File: config.mk
export PLATFORM = sky130hd
export DESIGN_NAME = sequence_reorder_buffer
export DESIGN_NICKNAME = d
export VERILOG_FILES = /design/src/rtl/core/sorb_pkg.sv /design/src/rtl/core/sorb_cell.sv /design/src/rtl/core/sequence_reorder_buffer.sv
export SDC_FILE = /design/constraint.sdc
export NUM_CORES = 2
export LEC_CHECK = 0
export ABC_AREA = 1
export BUFFER_PORTS_ARGS = -buffer_cell sky130_fd_sc_hd__buf_2
export CORE_ASPECT_RATIO = 2
export CORE_MARGIN = 2
export CORE_UTILIZATION = 40
export CTS_CLUSTER_SIZE = 24
export DETAILED_ROUTE_END_ITERATION = 8
export PLACE_DENSITY = 0.6
export REMOVE_ABC_BUFFERS = 1
export SKIP_LAST_GASP = 1
export SLEW_MARGIN = 5
export SYNTH_ARGS = -nofsm -noshare
export SYNTH_HDL_FRONTEND = slang
export SYNTH_SLANG_ARGS = --single-unit
File: constraint.sdc
create_clock -name clock -period 28.5 [get_ports clock]
set_clock_uncertainty 0.1 [all_clocks]
set_input_delay 4.275 -clock clock [delete_from_list [all_inputs] [get_ports clock]]
set_output_delay 4.275 -clock clock [all_outputs]
set_load 0.05 [all_outputs]
File: src/rtl/core/sorb_pkg.sv
`timescale 1ns / 1ps
// ----------------------------------------------------------------------------
// sorb_pkg
// Shared widths, result kinds and register indexes of the reorder buffer.
// ----------------------------------------------------------------------------
package sorb_pkg;

   localparam int DEPTH_DEF    = 32;
   localparam int TAG_BITS_DEF = 10;

   localparam int SEQ_W     = 32;
   localparam int TIME_W    = 32;
   localparam int LEN_W     = 16;
   localparam int FLAGS_W   = 16;
   localparam int TIMEOUT_W = 31;
   localparam int KIND_W    = 3;
   localparam int START_W   = 4;
   localparam int ADDR_W    = 4;
   localparam int DATA_W    = 32;

   typedef enum logic [KIND_W-1:0] {
      KIND_FORWARD = 3'd0,
      KIND_RELEASE = 3'd1,
      KIND_LATE    = 3'd2,
      KIND_BAD     = 3'd3,
      KIND_FULL    = 3'd4
   } kind_type;

   localparam logic [1:0] REG_TIMEOUT     = 2'd0;
   localparam logic [1:0] REG_FLAGS_SEQ   = 2'd1;
   localparam logic [1:0] REG_FLAGS_PLAIN = 2'd2;

   localparam logic [FLAGS_W-1:0] FLAGS_SEQ_RESET   = 16'h3000;
   localparam logic [FLAGS_W-1:0] FLAGS_PLAIN_RESET = 16'h2000;

   localparam logic [START_W-1:0] START_SEQ   = 4'd12;
   localparam logic [START_W-1:0] START_PLAIN = 4'd8;

   // a serially after b, modulo 2^32
   function automatic logic seq_after(input logic [SEQ_W-1:0] a,
                                      input logic [SEQ_W-1:0] b);
      logic [SEQ_W-1:0] d;
      d = a - b;
      return (d != '0) && !d[SEQ_W-1];
   endfunction

endpackage

File: src/rtl/core/sorb_cell.sv
`timescale 1ns / 1ps
// ----------------------------------------------------------------------------
// sorb_cell
// One slot of the rotating slot ring; takes its neighbor's entry on shift.
// ----------------------------------------------------------------------------
module sorb_cell #(
   parameter int TAG_BITS = sorb_pkg::TAG_BITS_DEF
) (
   input  logic                        clock,
   input  logic                        reset,
   input  logic                        shift_en,
   input  logic                        in_valid,
   input  logic [sorb_pkg::SEQ_W-1:0]  in_seq,
   input  logic [sorb_pkg::TIME_W-1:0] in_time,
   input  logic [TAG_BITS-1:0]         in_tag,
   input  logic [sorb_pkg::LEN_W-1:0]  in_len,
   output logic                        out_valid,
   output logic [sorb_pkg::SEQ_W-1:0]  out_seq,
   output logic [sorb_pkg::TIME_W-1:0] out_time,
   output logic [TAG_BITS-1:0]         out_tag,
   output logic [sorb_pkg::LEN_W-1:0]  out_len
);
   import sorb_pkg::*;

   logic              valid_ff;
   logic [SEQ_W-1:0]  seq_ff;
   logic [TIME_W-1:0] time_ff;
   logic [TAG_BITS-1:0] tag_ff;
   logic [LEN_W-1:0]  len_ff;

   always_ff @(posedge clock) begin
      if (reset) begin
         valid_ff <= 1'b0;
      end else if (shift_en) begin
         valid_ff <= in_valid;
      end
   end

   always_ff @(posedge clock) begin
      if (shift_en) begin
         seq_ff  <= in_seq;
         time_ff <= in_time;
         tag_ff  <= in_tag;
         len_ff  <= in_len;
      end
   end

   assign out_valid = valid_ff;
   assign out_seq   = seq_ff;
   assign out_time  = time_ff;
   assign out_tag   = tag_ff;
   assign out_len   = len_ff;

endmodule

File: src/rtl/core/sequence_reorder_buffer.sv
`timescale 1ns / 1ps
// ----------------------------------------------------------------------------
// sequence_reorder_buffer
// Holds sequenced tunnel frame descriptors and releases them in order.
// ----------------------------------------------------------------------------
// Usage: a request (req_*) is a time update or a frame arrival. Each request
// yields zero or more results on rsp_*, the final one with rsp_last set.
// Held frames sit in a ring of DEPTH cells that rotates one cell per cycle
// during a sweep unless a result is held up; the controller works on the
// entry at the head of the ring.
// Sequence of a request: accept, classify, then for a held arrival a
// duplicate/free-slot sweep and a decide step, then one sweep per run of
// in-order releases or gap skip plus one more, then a stale-drop sweep and
// finish. req_stall is high until the request's last result sits in the
// output register. Requests are taken one at a time.
// Receiver stall: results wait in a pending stage and an output register;
// while both are full and rsp_stall is high a sweep with a result to emit freezes.
// Reset (synchronous): all slots empty, last released number all ones,
// registers at their reset values. Registers are at 0x0, 0x4, 0x8.
// ----------------------------------------------------------------------------
module sequence_reorder_buffer #(
   parameter int DEPTH    = sorb_pkg::DEPTH_DEF,
   parameter int TAG_BITS = sorb_pkg::TAG_BITS_DEF
) (
   input  logic                           clock,
   input  logic                           reset,
   input  logic                           req_valid,
   output logic                           req_stall,
   input  logic                           req_action,
   input  logic [sorb_pkg::TIME_W-1:0]    req_now_time,
   input  logic                           req_source_ok,
   input  logic [sorb_pkg::FLAGS_W-1:0]   req_flags_word,
   input  logic [sorb_pkg::SEQ_W-1:0]     req_seq_number,
   input  logic [TAG_BITS-1:0]            req_frame_tag,
   input  logic [sorb_pkg::LEN_W-1:0]     req_frame_size,
   output logic                           rsp_valid,
   input  logic                           rsp_stall,
   output logic [sorb_pkg::KIND_W-1:0]    rsp_kind,
   output logic [sorb_pkg::SEQ_W-1:0]     rsp_out_seq,
   output logic [TAG_BITS-1:0]            rsp_out_tag,
   output logic [sorb_pkg::START_W-1:0]   rsp_payload_start,
   output logic [sorb_pkg::LEN_W-1:0]     rsp_payload_len,
   output logic                           rsp_last,
   input  logic                           psel,
   input  logic                           penable,
   input  logic                           pwrite,
   input  logic [sorb_pkg::ADDR_W-1:0]    paddr,
   input  logic [sorb_pkg::DATA_W-1:0]    pwdata,
   output logic [sorb_pkg::DATA_W-1:0]    prdata,
   output logic                           pready
);
   import sorb_pkg::*;

   localparam int IDX_W = $clog2(DEPTH);
   localparam logic [IDX_W-1:0] LAST_POS = IDX_W'(DEPTH - 1);

   typedef enum logic [2:0] {
      ST_IDLE, ST_ARRIVE, ST_SCAN, ST_DECIDE, ST_PASS, ST_DROP, ST_FINISH
   } state_type;

   // configuration
   logic [TIMEOUT_W-1:0] timeout_ff;
   logic [FLAGS_W-1:0]   flags_seq_ff, flags_plain_ff;
   logic                 csr_write;

   // request latch
   logic                action_ff, src_ff;
   logic [TIME_W-1:0]   now_ff;
   logic [FLAGS_W-1:0]  flags_ff;
   logic [SEQ_W-1:0]    seq_ff;
   logic [TAG_BITS-1:0] tag_ff;
   logic [LEN_W-1:0]    size_ff;

   // sequencer
   state_type state_ff, state_in;
   logic [SEQ_W-1:0] lr_ff, lr_in;
   logic [IDX_W-1:0] pos_ff, pos_in, free_ff, free_in;
   logic dup_ff, dup_in, free_found_ff, free_found_in, insert_ff, insert_in;
   logic rel_ff, rel_in, exp_ff, exp_in, found_ff, found_in;
   logic [SEQ_W-1:0] best_ff, best_in;

   // pending result and output register
   logic pend_v_ff, pend_v_in;
   logic [KIND_W-1:0] pend_kind_ff, pend_kind_in;
   logic [SEQ_W-1:0] pend_seq_ff, pend_seq_in;
   logic [TAG_BITS-1:0] pend_tag_ff, pend_tag_in;
   logic [START_W-1:0] pend_start_ff, pend_start_in;
   logic [LEN_W-1:0] pend_len_ff, pend_len_in;
   logic out_v_ff, out_v_in, out_last_ff, out_last_in;
   logic [KIND_W-1:0] out_kind_ff, out_kind_in;
   logic [SEQ_W-1:0] out_seq_ff, out_seq_in;
   logic [TAG_BITS-1:0] out_tag_ff, out_tag_in;
   logic [START_W-1:0] out_start_ff, out_start_in;
   logic [LEN_W-1:0] out_len_ff, out_len_in;

   // ring
   logic                c_valid [DEPTH];
   logic [SEQ_W-1:0]    c_seq   [DEPTH];
   logic [TIME_W-1:0]   c_time  [DEPTH];
   logic [TAG_BITS-1:0] c_tag   [DEPTH];
   logic [LEN_W-1:0]    c_len   [DEPTH];
   logic                shift;
   logic                wb_valid;

   // head entry, with the new frame dropped in at its free slot
   logic                e_valid;
   logic [SEQ_W-1:0]    e_seq;
   logic [TIME_W-1:0]   e_time;
   logic [TAG_BITS-1:0] e_tag;
   logic [LEN_W-1:0]    e_len;

   // emit request
   logic emit, can_emit, fire;
   logic [KIND_W-1:0] em_kind;
   logic [SEQ_W-1:0] em_seq;
   logic [TAG_BITS-1:0] em_tag;
   logic [START_W-1:0] em_start;
   logic [LEN_W-1:0] em_len;

   // arrival classification
   logic has_seq, plain, bad, pos_last;
   logic [START_W-1:0] start;
   logic [LEN_W-1:0] plen, seq_len;
   logic [SEQ_W-1:0] lr_next, gap_dist;
   logic expired, is_match, stale;
   logic rel_n, exp_n, found_n;
   logic [SEQ_W-1:0] best_n;

   generate
      for (genvar i = 0; i < DEPTH; i++) begin : g_cell
         if (i < DEPTH - 1) begin : g_mid
            sorb_cell #(.TAG_BITS(TAG_BITS)) u_cell (
               .clock(clock), .reset(reset), .shift_en(shift),
               .in_valid(c_valid[i+1]), .in_seq(c_seq[i+1]),
               .in_time(c_time[i+1]), .in_tag(c_tag[i+1]), .in_len(c_len[i+1]),
               .out_valid(c_valid[i]), .out_seq(c_seq[i]), .out_time(c_time[i]),
               .out_tag(c_tag[i]), .out_len(c_len[i])
            );
         end else begin : g_tail
            sorb_cell #(.TAG_BITS(TAG_BITS)) u_cell (
               .clock(clock), .reset(reset), .shift_en(shift),
               .in_valid(wb_valid), .in_seq(e_seq), .in_time(e_time),
               .in_tag(e_tag), .in_len(e_len),
               .out_valid(c_valid[i]), .out_seq(c_seq[i]), .out_time(c_time[i]),
               .out_tag(c_tag[i]), .out_len(c_len[i])
            );
         end
      end
   endgenerate

   // configuration port
   assign pready    = 1'b1;
   assign csr_write = psel && penable && pwrite;

   always_comb begin
      case (paddr[3:2])
         REG_TIMEOUT:     prdata = {1'b0, timeout_ff};
         REG_FLAGS_SEQ:   prdata = {16'd0, flags_seq_ff};
         REG_FLAGS_PLAIN: prdata = {16'd0, flags_plain_ff};
         default:         prdata = '0;
      endcase
   end

   always_ff @(posedge clock) begin
      if (reset) begin
         timeout_ff     <= '0;
         flags_seq_ff   <= FLAGS_SEQ_RESET;
         flags_plain_ff <= FLAGS_PLAIN_RESET;
      end else if (csr_write) begin
         case (paddr[3:2])
            REG_TIMEOUT:     timeout_ff     <= pwdata[TIMEOUT_W-1:0];
            REG_FLAGS_SEQ:   flags_seq_ff   <= pwdata[FLAGS_W-1:0];
            REG_FLAGS_PLAIN: flags_plain_ff <= pwdata[FLAGS_W-1:0];
            default: ;
         endcase
      end
   end

   // datapath helpers
   assign has_seq  = (flags_ff == flags_seq_ff);
   assign plain    = !has_seq && (flags_ff == flags_plain_ff);
   assign start    = has_seq ? START_SEQ : START_PLAIN;
   assign bad      = (!has_seq && !plain) || (size_ff < LEN_W'(start));
   assign plen     = size_ff - LEN_W'(start);
   assign seq_len  = size_ff - LEN_W'(START_SEQ);
   assign lr_next  = lr_ff + 1'b1;
   assign pos_last = (pos_ff == LAST_POS);

   always_comb begin
      if (insert_ff && (pos_ff == free_ff)) begin
         e_valid = 1'b1;
         e_seq   = seq_ff;
         e_time  = now_ff;
         e_tag   = tag_ff;
         e_len   = seq_len;
      end else begin
         e_valid = c_valid[0];
         e_seq   = c_seq[0];
         e_time  = c_time[0];
         e_tag   = c_tag[0];
         e_len   = c_len[0];
      end
   end

   assign is_match = e_valid && (e_seq == lr_next);
   assign expired  = (now_ff - e_time) >= {1'b0, timeout_ff};
   assign gap_dist = e_seq - lr_next;
   assign stale    = e_valid && !seq_after(e_seq, lr_ff);
   assign can_emit = !pend_v_ff || !out_v_ff || !rsp_stall;
   assign fire     = emit && can_emit;

   // pass summary including the head entry of this cycle
   always_comb begin
      rel_n   = rel_ff;
      exp_n   = exp_ff;
      found_n = found_ff;
      best_n  = best_ff;
      if (is_match) begin
         rel_n = rel_ff || fire;
      end else if (e_valid) begin
         exp_n = exp_ff || expired;
         if (!found_ff || (gap_dist < best_ff)) begin
            found_n = 1'b1;
            best_n  = gap_dist;
         end
      end
   end

   always_comb begin
      state_in      = state_ff;
      lr_in         = lr_ff;
      pos_in        = pos_ff;
      free_in       = free_ff;
      dup_in        = dup_ff;
      free_found_in = free_found_ff;
      insert_in     = insert_ff;
      rel_in        = rel_ff;
      exp_in        = exp_ff;
      found_in      = found_ff;
      best_in       = best_ff;
      shift         = 1'b0;
      wb_valid      = e_valid;
      emit          = 1'b0;
      em_kind       = KIND_LATE;
      em_seq        = seq_ff;
      em_tag        = tag_ff;
      em_start      = START_SEQ;
      em_len        = seq_len;

      case (state_ff)
         ST_IDLE: begin
            if (req_valid) begin
               state_in = ST_ARRIVE;
            end
         end
         ST_ARRIVE: begin
            insert_in = 1'b0;
            pos_in    = '0;
            rel_in    = 1'b0;
            exp_in    = 1'b0;
            found_in  = 1'b0;
            best_in   = '0;
            if (action_ff && src_ff) begin
               if (bad) begin
                  emit     = 1'b1;
                  em_kind  = KIND_BAD;
                  em_seq   = '0;
                  em_start = '0;
                  em_len   = '0;
                  if (can_emit) state_in = ST_PASS;
               end else if (plain || (timeout_ff == '0)) begin
                  emit     = 1'b1;
                  em_kind  = KIND_FORWARD;
                  em_seq   = has_seq ? seq_ff : '0;
                  em_start = start;
                  em_len   = plen;
                  if (can_emit) state_in = ST_PASS;
               end else begin
                  dup_in        = 1'b0;
                  free_found_in = 1'b0;
                  state_in      = ST_SCAN;
               end
            end else begin
               state_in = ST_PASS;
            end
         end
         ST_SCAN: begin
            shift = 1'b1;
            if (c_valid[0] && (c_seq[0] == seq_ff)) dup_in = 1'b1;
            if (!c_valid[0] && !free_found_ff) begin
               free_found_in = 1'b1;
               free_in       = pos_ff;
            end
            pos_in = pos_last ? '0 : pos_ff + 1'b1;
            if (pos_last) state_in = ST_DECIDE;
         end
         ST_DECIDE: begin
            if (dup_ff || !seq_after(seq_ff, lr_ff) || !free_found_ff) begin
               emit    = 1'b1;
               em_kind = (dup_ff || !seq_after(seq_ff, lr_ff)) ? KIND_LATE : KIND_FULL;
               if (can_emit) state_in = ST_PASS;
            end else begin
               insert_in = 1'b1;
               state_in  = ST_PASS;
            end
         end
         ST_PASS: begin
            if (is_match) begin
               emit     = 1'b1;
               em_kind  = KIND_RELEASE;
               em_seq   = e_seq;
               em_tag   = e_tag;
               em_len   = e_len;
               shift    = can_emit;
               wb_valid = 1'b0;
               if (can_emit) lr_in = lr_next;
            end else begin
               shift = 1'b1;
            end
            if (shift) begin
               rel_in   = rel_n;
               exp_in   = exp_n;
               found_in = found_n;
               best_in  = best_n;
               pos_in   = pos_last ? '0 : pos_ff + 1'b1;
               if (pos_last) begin
                  insert_in = 1'b0;
                  rel_in    = 1'b0;
                  exp_in    = 1'b0;
                  found_in  = 1'b0;
                  best_in   = '0;
                  if (!rel_n) begin
                     if (exp_n) begin
                        // skip the gap up to the nearest held number
                        lr_in = lr_ff + best_n;
                     end else begin
                        state_in = ST_DROP;
                     end
                  end
               end
            end
         end
         ST_DROP: begin
            if (stale) begin
               emit     = 1'b1;
               em_seq   = e_seq;
               em_tag   = e_tag;
               em_len   = e_len;
               shift    = can_emit;
               wb_valid = 1'b0;
            end else begin
               shift = 1'b1;
            end
            if (shift) begin
               pos_in = pos_last ? '0 : pos_ff + 1'b1;
               if (pos_last) state_in = ST_FINISH;
            end
         end
         ST_FINISH: begin
            if (!pend_v_ff || !out_v_ff || !rsp_stall) state_in = ST_IDLE;
         end
         default: state_in = ST_IDLE;
      endcase
   end

   // result staging: the newest result waits in the pending stage so the
   // final one of a request can be marked last
   always_comb begin
      pend_v_in     = pend_v_ff;
      pend_kind_in  = pend_kind_ff;
      pend_seq_in   = pend_seq_ff;
      pend_tag_in   = pend_tag_ff;
      pend_start_in = pend_start_ff;
      pend_len_in   = pend_len_ff;
      out_v_in      = out_v_ff && rsp_stall;
      out_kind_in   = out_kind_ff;
      out_seq_in    = out_seq_ff;
      out_tag_in    = out_tag_ff;
      out_start_in  = out_start_ff;
      out_len_in    = out_len_ff;
      out_last_in   = out_last_ff;
      if ((fire || ((state_ff == ST_FINISH) && can_emit)) && pend_v_ff) begin
         out_v_in     = 1'b1;
         out_kind_in  = pend_kind_ff;
         out_seq_in   = pend_seq_ff;
         out_tag_in   = pend_tag_ff;
         out_start_in = pend_start_ff;
         out_len_in   = pend_len_ff;
         out_last_in  = (state_ff == ST_FINISH);
         pend_v_in    = 1'b0;
      end
      if (fire) begin
         pend_v_in     = 1'b1;
         pend_kind_in  = em_kind;
         pend_seq_in   = em_seq;
         pend_tag_in   = em_tag;
         pend_start_in = em_start;
         pend_len_in   = em_len;
      end
   end

   always_ff @(posedge clock) begin
      if (reset) begin
         state_ff      <= ST_IDLE;
         lr_ff         <= '1;
         pos_ff        <= '0;
         free_ff       <= '0;
         dup_ff        <= 1'b0;
         free_found_ff <= 1'b0;
         insert_ff     <= 1'b0;
         rel_ff        <= 1'b0;
         exp_ff        <= 1'b0;
         found_ff      <= 1'b0;
         best_ff       <= '0;
         pend_v_ff     <= 1'b0;
         out_v_ff      <= 1'b0;
         out_last_ff   <= 1'b0;
      end else begin
         state_ff      <= state_in;
         lr_ff         <= lr_in;
         pos_ff        <= pos_in;
         free_ff       <= free_in;
         dup_ff        <= dup_in;
         free_found_ff <= free_found_in;
         insert_ff     <= insert_in;
         rel_ff        <= rel_in;
         exp_ff        <= exp_in;
         found_ff      <= found_in;
         best_ff       <= best_in;
         pend_v_ff     <= pend_v_in;
         out_v_ff      <= out_v_in;
         out_last_ff   <= out_last_in;
      end
   end

   always_ff @(posedge clock) begin
      pend_kind_ff  <= pend_kind_in;
      pend_seq_ff   <= pend_seq_in;
      pend_tag_ff   <= pend_tag_in;
      pend_start_ff <= pend_start_in;
      pend_len_ff   <= pend_len_in;
      out_kind_ff   <= out_kind_in;
      out_seq_ff    <= out_seq_in;
      out_tag_ff    <= out_tag_in;
      out_start_ff  <= out_start_in;
      out_len_ff    <= out_len_in;
      if ((state_ff == ST_IDLE) && req_valid) begin
         action_ff <= req_action;
         now_ff    <= req_now_time;
         src_ff    <= req_source_ok;
         flags_ff  <= req_flags_word;
         seq_ff    <= req_seq_number;
         tag_ff    <= req_frame_tag;
         size_ff   <= req_frame_size;
      end
   end

   assign req_stall         = (state_ff != ST_IDLE);
   assign rsp_valid         = out_v_ff;
   assign rsp_kind          = out_kind_ff;
   assign rsp_out_seq       = out_seq_ff;
   assign rsp_out_tag       = out_tag_ff;
   assign rsp_payload_start = out_start_ff;
   assign rsp_payload_len   = out_len_ff;
   assign rsp_last          = out_last_ff;

endmodule

==> flow_metrics.py <==
metrics = {
    "grt": {
        "grt_use_total": 0.1584,
        "grt_pass1_vias": 59180,
        "grt_start_max_net_pins": 231,
        "grt_pass1_wl_um": 360300,
        "antenna_found_initial": 16,
        "grt_overflow": 0,
    },
    "routing": {
        "ant_nets": 0,
        "wl_um": 240300,
        "drt_iter0_drc": 4218,
        "detail_route.first_pass.iterations": 6,
        "vias_per_cell": 4.889,
        "drc": 0,
        "via_count": 58390,
        "wire_per_inst_um": 20.12,
    },
    "worst_setup_path": {
        "worstSetupPathType": "reg2reg",
        "cpMaxStageDelayCell": "o21ai_0",
        "cp.required_ns": 28.80,
        "r2r_slack_ns": 15.62,
        "worstSetupStartpointType": "flop",
        "critPathArrivalTime_ns": 13.18,
        "path_max_fanout": 188,
        "ff2ff_path_depth": 31,
        "slowest_delay_ns": 1.18,
        "r2r-end": "g_cell[11].g_mid.u_cell.out_seq[0]",
        "r2r_start": "pos_ff[0]",
        "crit_top_cell": "nand2_1",
        "end_kind": "flop",
    },
    "floorplan": {
        "core_area_um2": 292900,
        "dieWidth_um": 387.8,
        "rows": 281,
        "start_util": 0.4024,
        "die-area_um2": 299300,
        "ios": 252,
        "die_h_um": 771.7,
    },
    "worst_hold_path": {
        "hp-start": "g_cell[19].g_mid.u_cell.out_seq[6]",
        "hp-class": "reg2reg",
        "hold-path-endpoint": "g_cell[18].g_mid.u_cell.out_seq[6]",
        "min_path_cells": 0,
    },
    "logic_synthesis": {
        "synth-main-ff-cell": "edfxtp_1",
        "yosys_warnings": 0,
        "synth_most_common_cell": "edfxtp_1",
        "ys_ff_latch": 3295,
        "synth_edf_count": 3114,
        "synthTopCellsByArea": "edfxtp_1, nand2_1, dfxtp_1",
        "async_flop_share": 0,
        "synth.avg_cell_area_um2": 15.93,
        "synth_cell_types": 61,
        "netlist_instances": 7397,
        "synth_top_area_cell": "edfxtp_1",
        "synth_common_cells": "edfxtp_1, nand2_1, inv_1",
        "syn_area_um2": 117900,
        "ys_seq_area_frac": 0.8241,
        "synth_top_cell_area_share": 0.7934,
    },
    "sta": {
        "fin_ws_ns": 15.62,
        "hold_slack_ns": 0.2474,
        "period_needed_ns": 12.88,
        "slew_headroom": 0.1679,
        "fin_crit_sh": 0.4520,
        "fmax_ghz": 0.07763,
        "rsz0062_at_grt": "no",
        "finalHoldViolations": 0,
        "setup_violations": 0,
        "slew_violations": 0,
        "worstMarginPinSlew_ns": 1.235,
        "final.setup.tns_ns": 0,
    },
    "clock_network": {
        "cts_tree": "built",
        "cts_hold_buf": 0,
        "cts_sinks": 3295,
        "cts_inserted_buffers": 291,
        "cts-root-buf": "clkbuf_16",
        "cts_setup_buffers": 0,
        "clkSlewWorstSetupHoldPaths_ns": 0.07,
        "cts_buffer_depth": 4,
        "insertion_delay_ns": 0.91,
        "htreeDepth": 5,
        "cts-resized-gates": 0,
    },
    "placement": {
        "hpwl_um": 159500,
        "place_ws_ns": 15.65,
        "place.gp.congestion": 0.9160,
        "io_buffers": 244,
    },
    "layout": {
        "nFillCells": 25130,
        "final_core_util": 0.4558,
        "syn2layout_area_growth_pct": 13.27,
        "layout-drive-gt1-share": 0.1026,
        "nets": 8275,
    },
    "flow_run": {
        "drv_cap": 0,
    },
    "outcome": {
        "status": "finished clean",
    },
}
flip-flops by register name, indices dropped and copies added, names as in the netlist, 31 cells and up:
| register | count |
|---|---|
| g_cell.g_mid.u_cell.out_len | 496 |
| seq_ff | 32 |
| timeout_ff | 31 |
| g_cell.g_mid.u_cell.out_valid | 31 |
| g_cell.g_tail.u_cell.out_seq | 32 |
| best_ff | 32 |
| g_cell.g_mid.u_cell.out_seq | 992 |
| g_cell.g_tail.u_cell.out_time | 32 |
| now_ff | 32 |
| pend_seq_ff | 32 |
| rsp_out_seq | 32 |
| g_cell.g_mid.u_cell.out_tag | 310 |
| g_cell.g_mid.u_cell.out_time | 992 |
| lr_ff | 32 |
kinds of logic after synthesis:
logic type / count (synthesis) / synth area share
AOI/OAI and AO/OA: 872 / 0.04038
xor gates and xnor gates: 168 / 0.01248
adders and majority gates: 224 / 0.02403
buffers and inverters: 770 / 0.02527
DFF: 3295 / 0.8241
muxes: 1 / 0.00008493
other: 2 / 0.00006372
and+or+nand+nor: 2065 / 0.07357
stage by stage:
step,cell area [um2],std cells
after detailed placement,124100,11430
after CTS,133500,11940
final,133500,11940
after floorplan,117400,7285
after global routing,133500,11940
after global placement,124100,11430
per-layer routing:
layer	vias to the layer above	part of all wire	track usage
li1	27710	-	-
met1	28770	0.40	0.1900
met2	1374	0.51	0.2786
met3	534	0.039	0.02235
met4	4	0.052	0.07887
met5	-	0.00011	0
worst max-delay path, delay by kind of cell (launching register included):
family	cells	cell delay [ns]
fa+ha+maj	1	0.33
simple gates	20	3.93
flops	1	0.43
buf+inv	9	5.49
compound gates	1	1.18
area by class of cell:
cell class,count,area (um2),area share
Sequential cell,3295,97130,0.7276
Inverter,656,2465,0.01846
Tap cell,3820,4780,0.03580
Timing Repair Buffer,322,1882,0.01410
Multi-Input combinational cell,3334,17830,0.1336
Clock inverter,176,1881,0.01409
Clock buffer,338,7522,0.05635
Antenna cell,2,5.005,0.00003749
cells in the final DEF (no fill, tap or decap), drive strengths merged, types with 44 or more instances in the layout:
master and instances:
a21oi 347, buf 322, clkbuf 338, clkinv 104
dfxtp 181, edfxtp 3114, ha 220, inv 672
nand2 1179, nand3 249, nand4 58, nor2 425
nor3 65, o21ai 388, or2 44, xnor2 46
xor2 122
how the worst max path moves through the flow:
stage	cells after the start	end	start
2_1_floorplan	7	g_cell[0].g_mid.u_cell.out_len[0]	rsp_stall
4_1_cts	31	g_cell[11].g_mid.u_cell.out_seq[0]	pos_ff[0]
5_1_grt	32	g_cell[16].g_mid.u_cell.out_seq[4]	pos_ff[0]
6_report	31	g_cell[11].g_mid.u_cell.out_seq[0]	pos_ff[0]
3_5_place_dp	31	g_cell[11].g_mid.u_cell.out_seq[6]	pos_ff[0]
3_3_place_gp	31	g_cell[11].g_mid.u_cell.out_seq[18]	pos_ff[0]
Power is left out: the tool's default activity adds up to more than one toggle a clock period on the data nets, which glitch-free logic cannot reach.
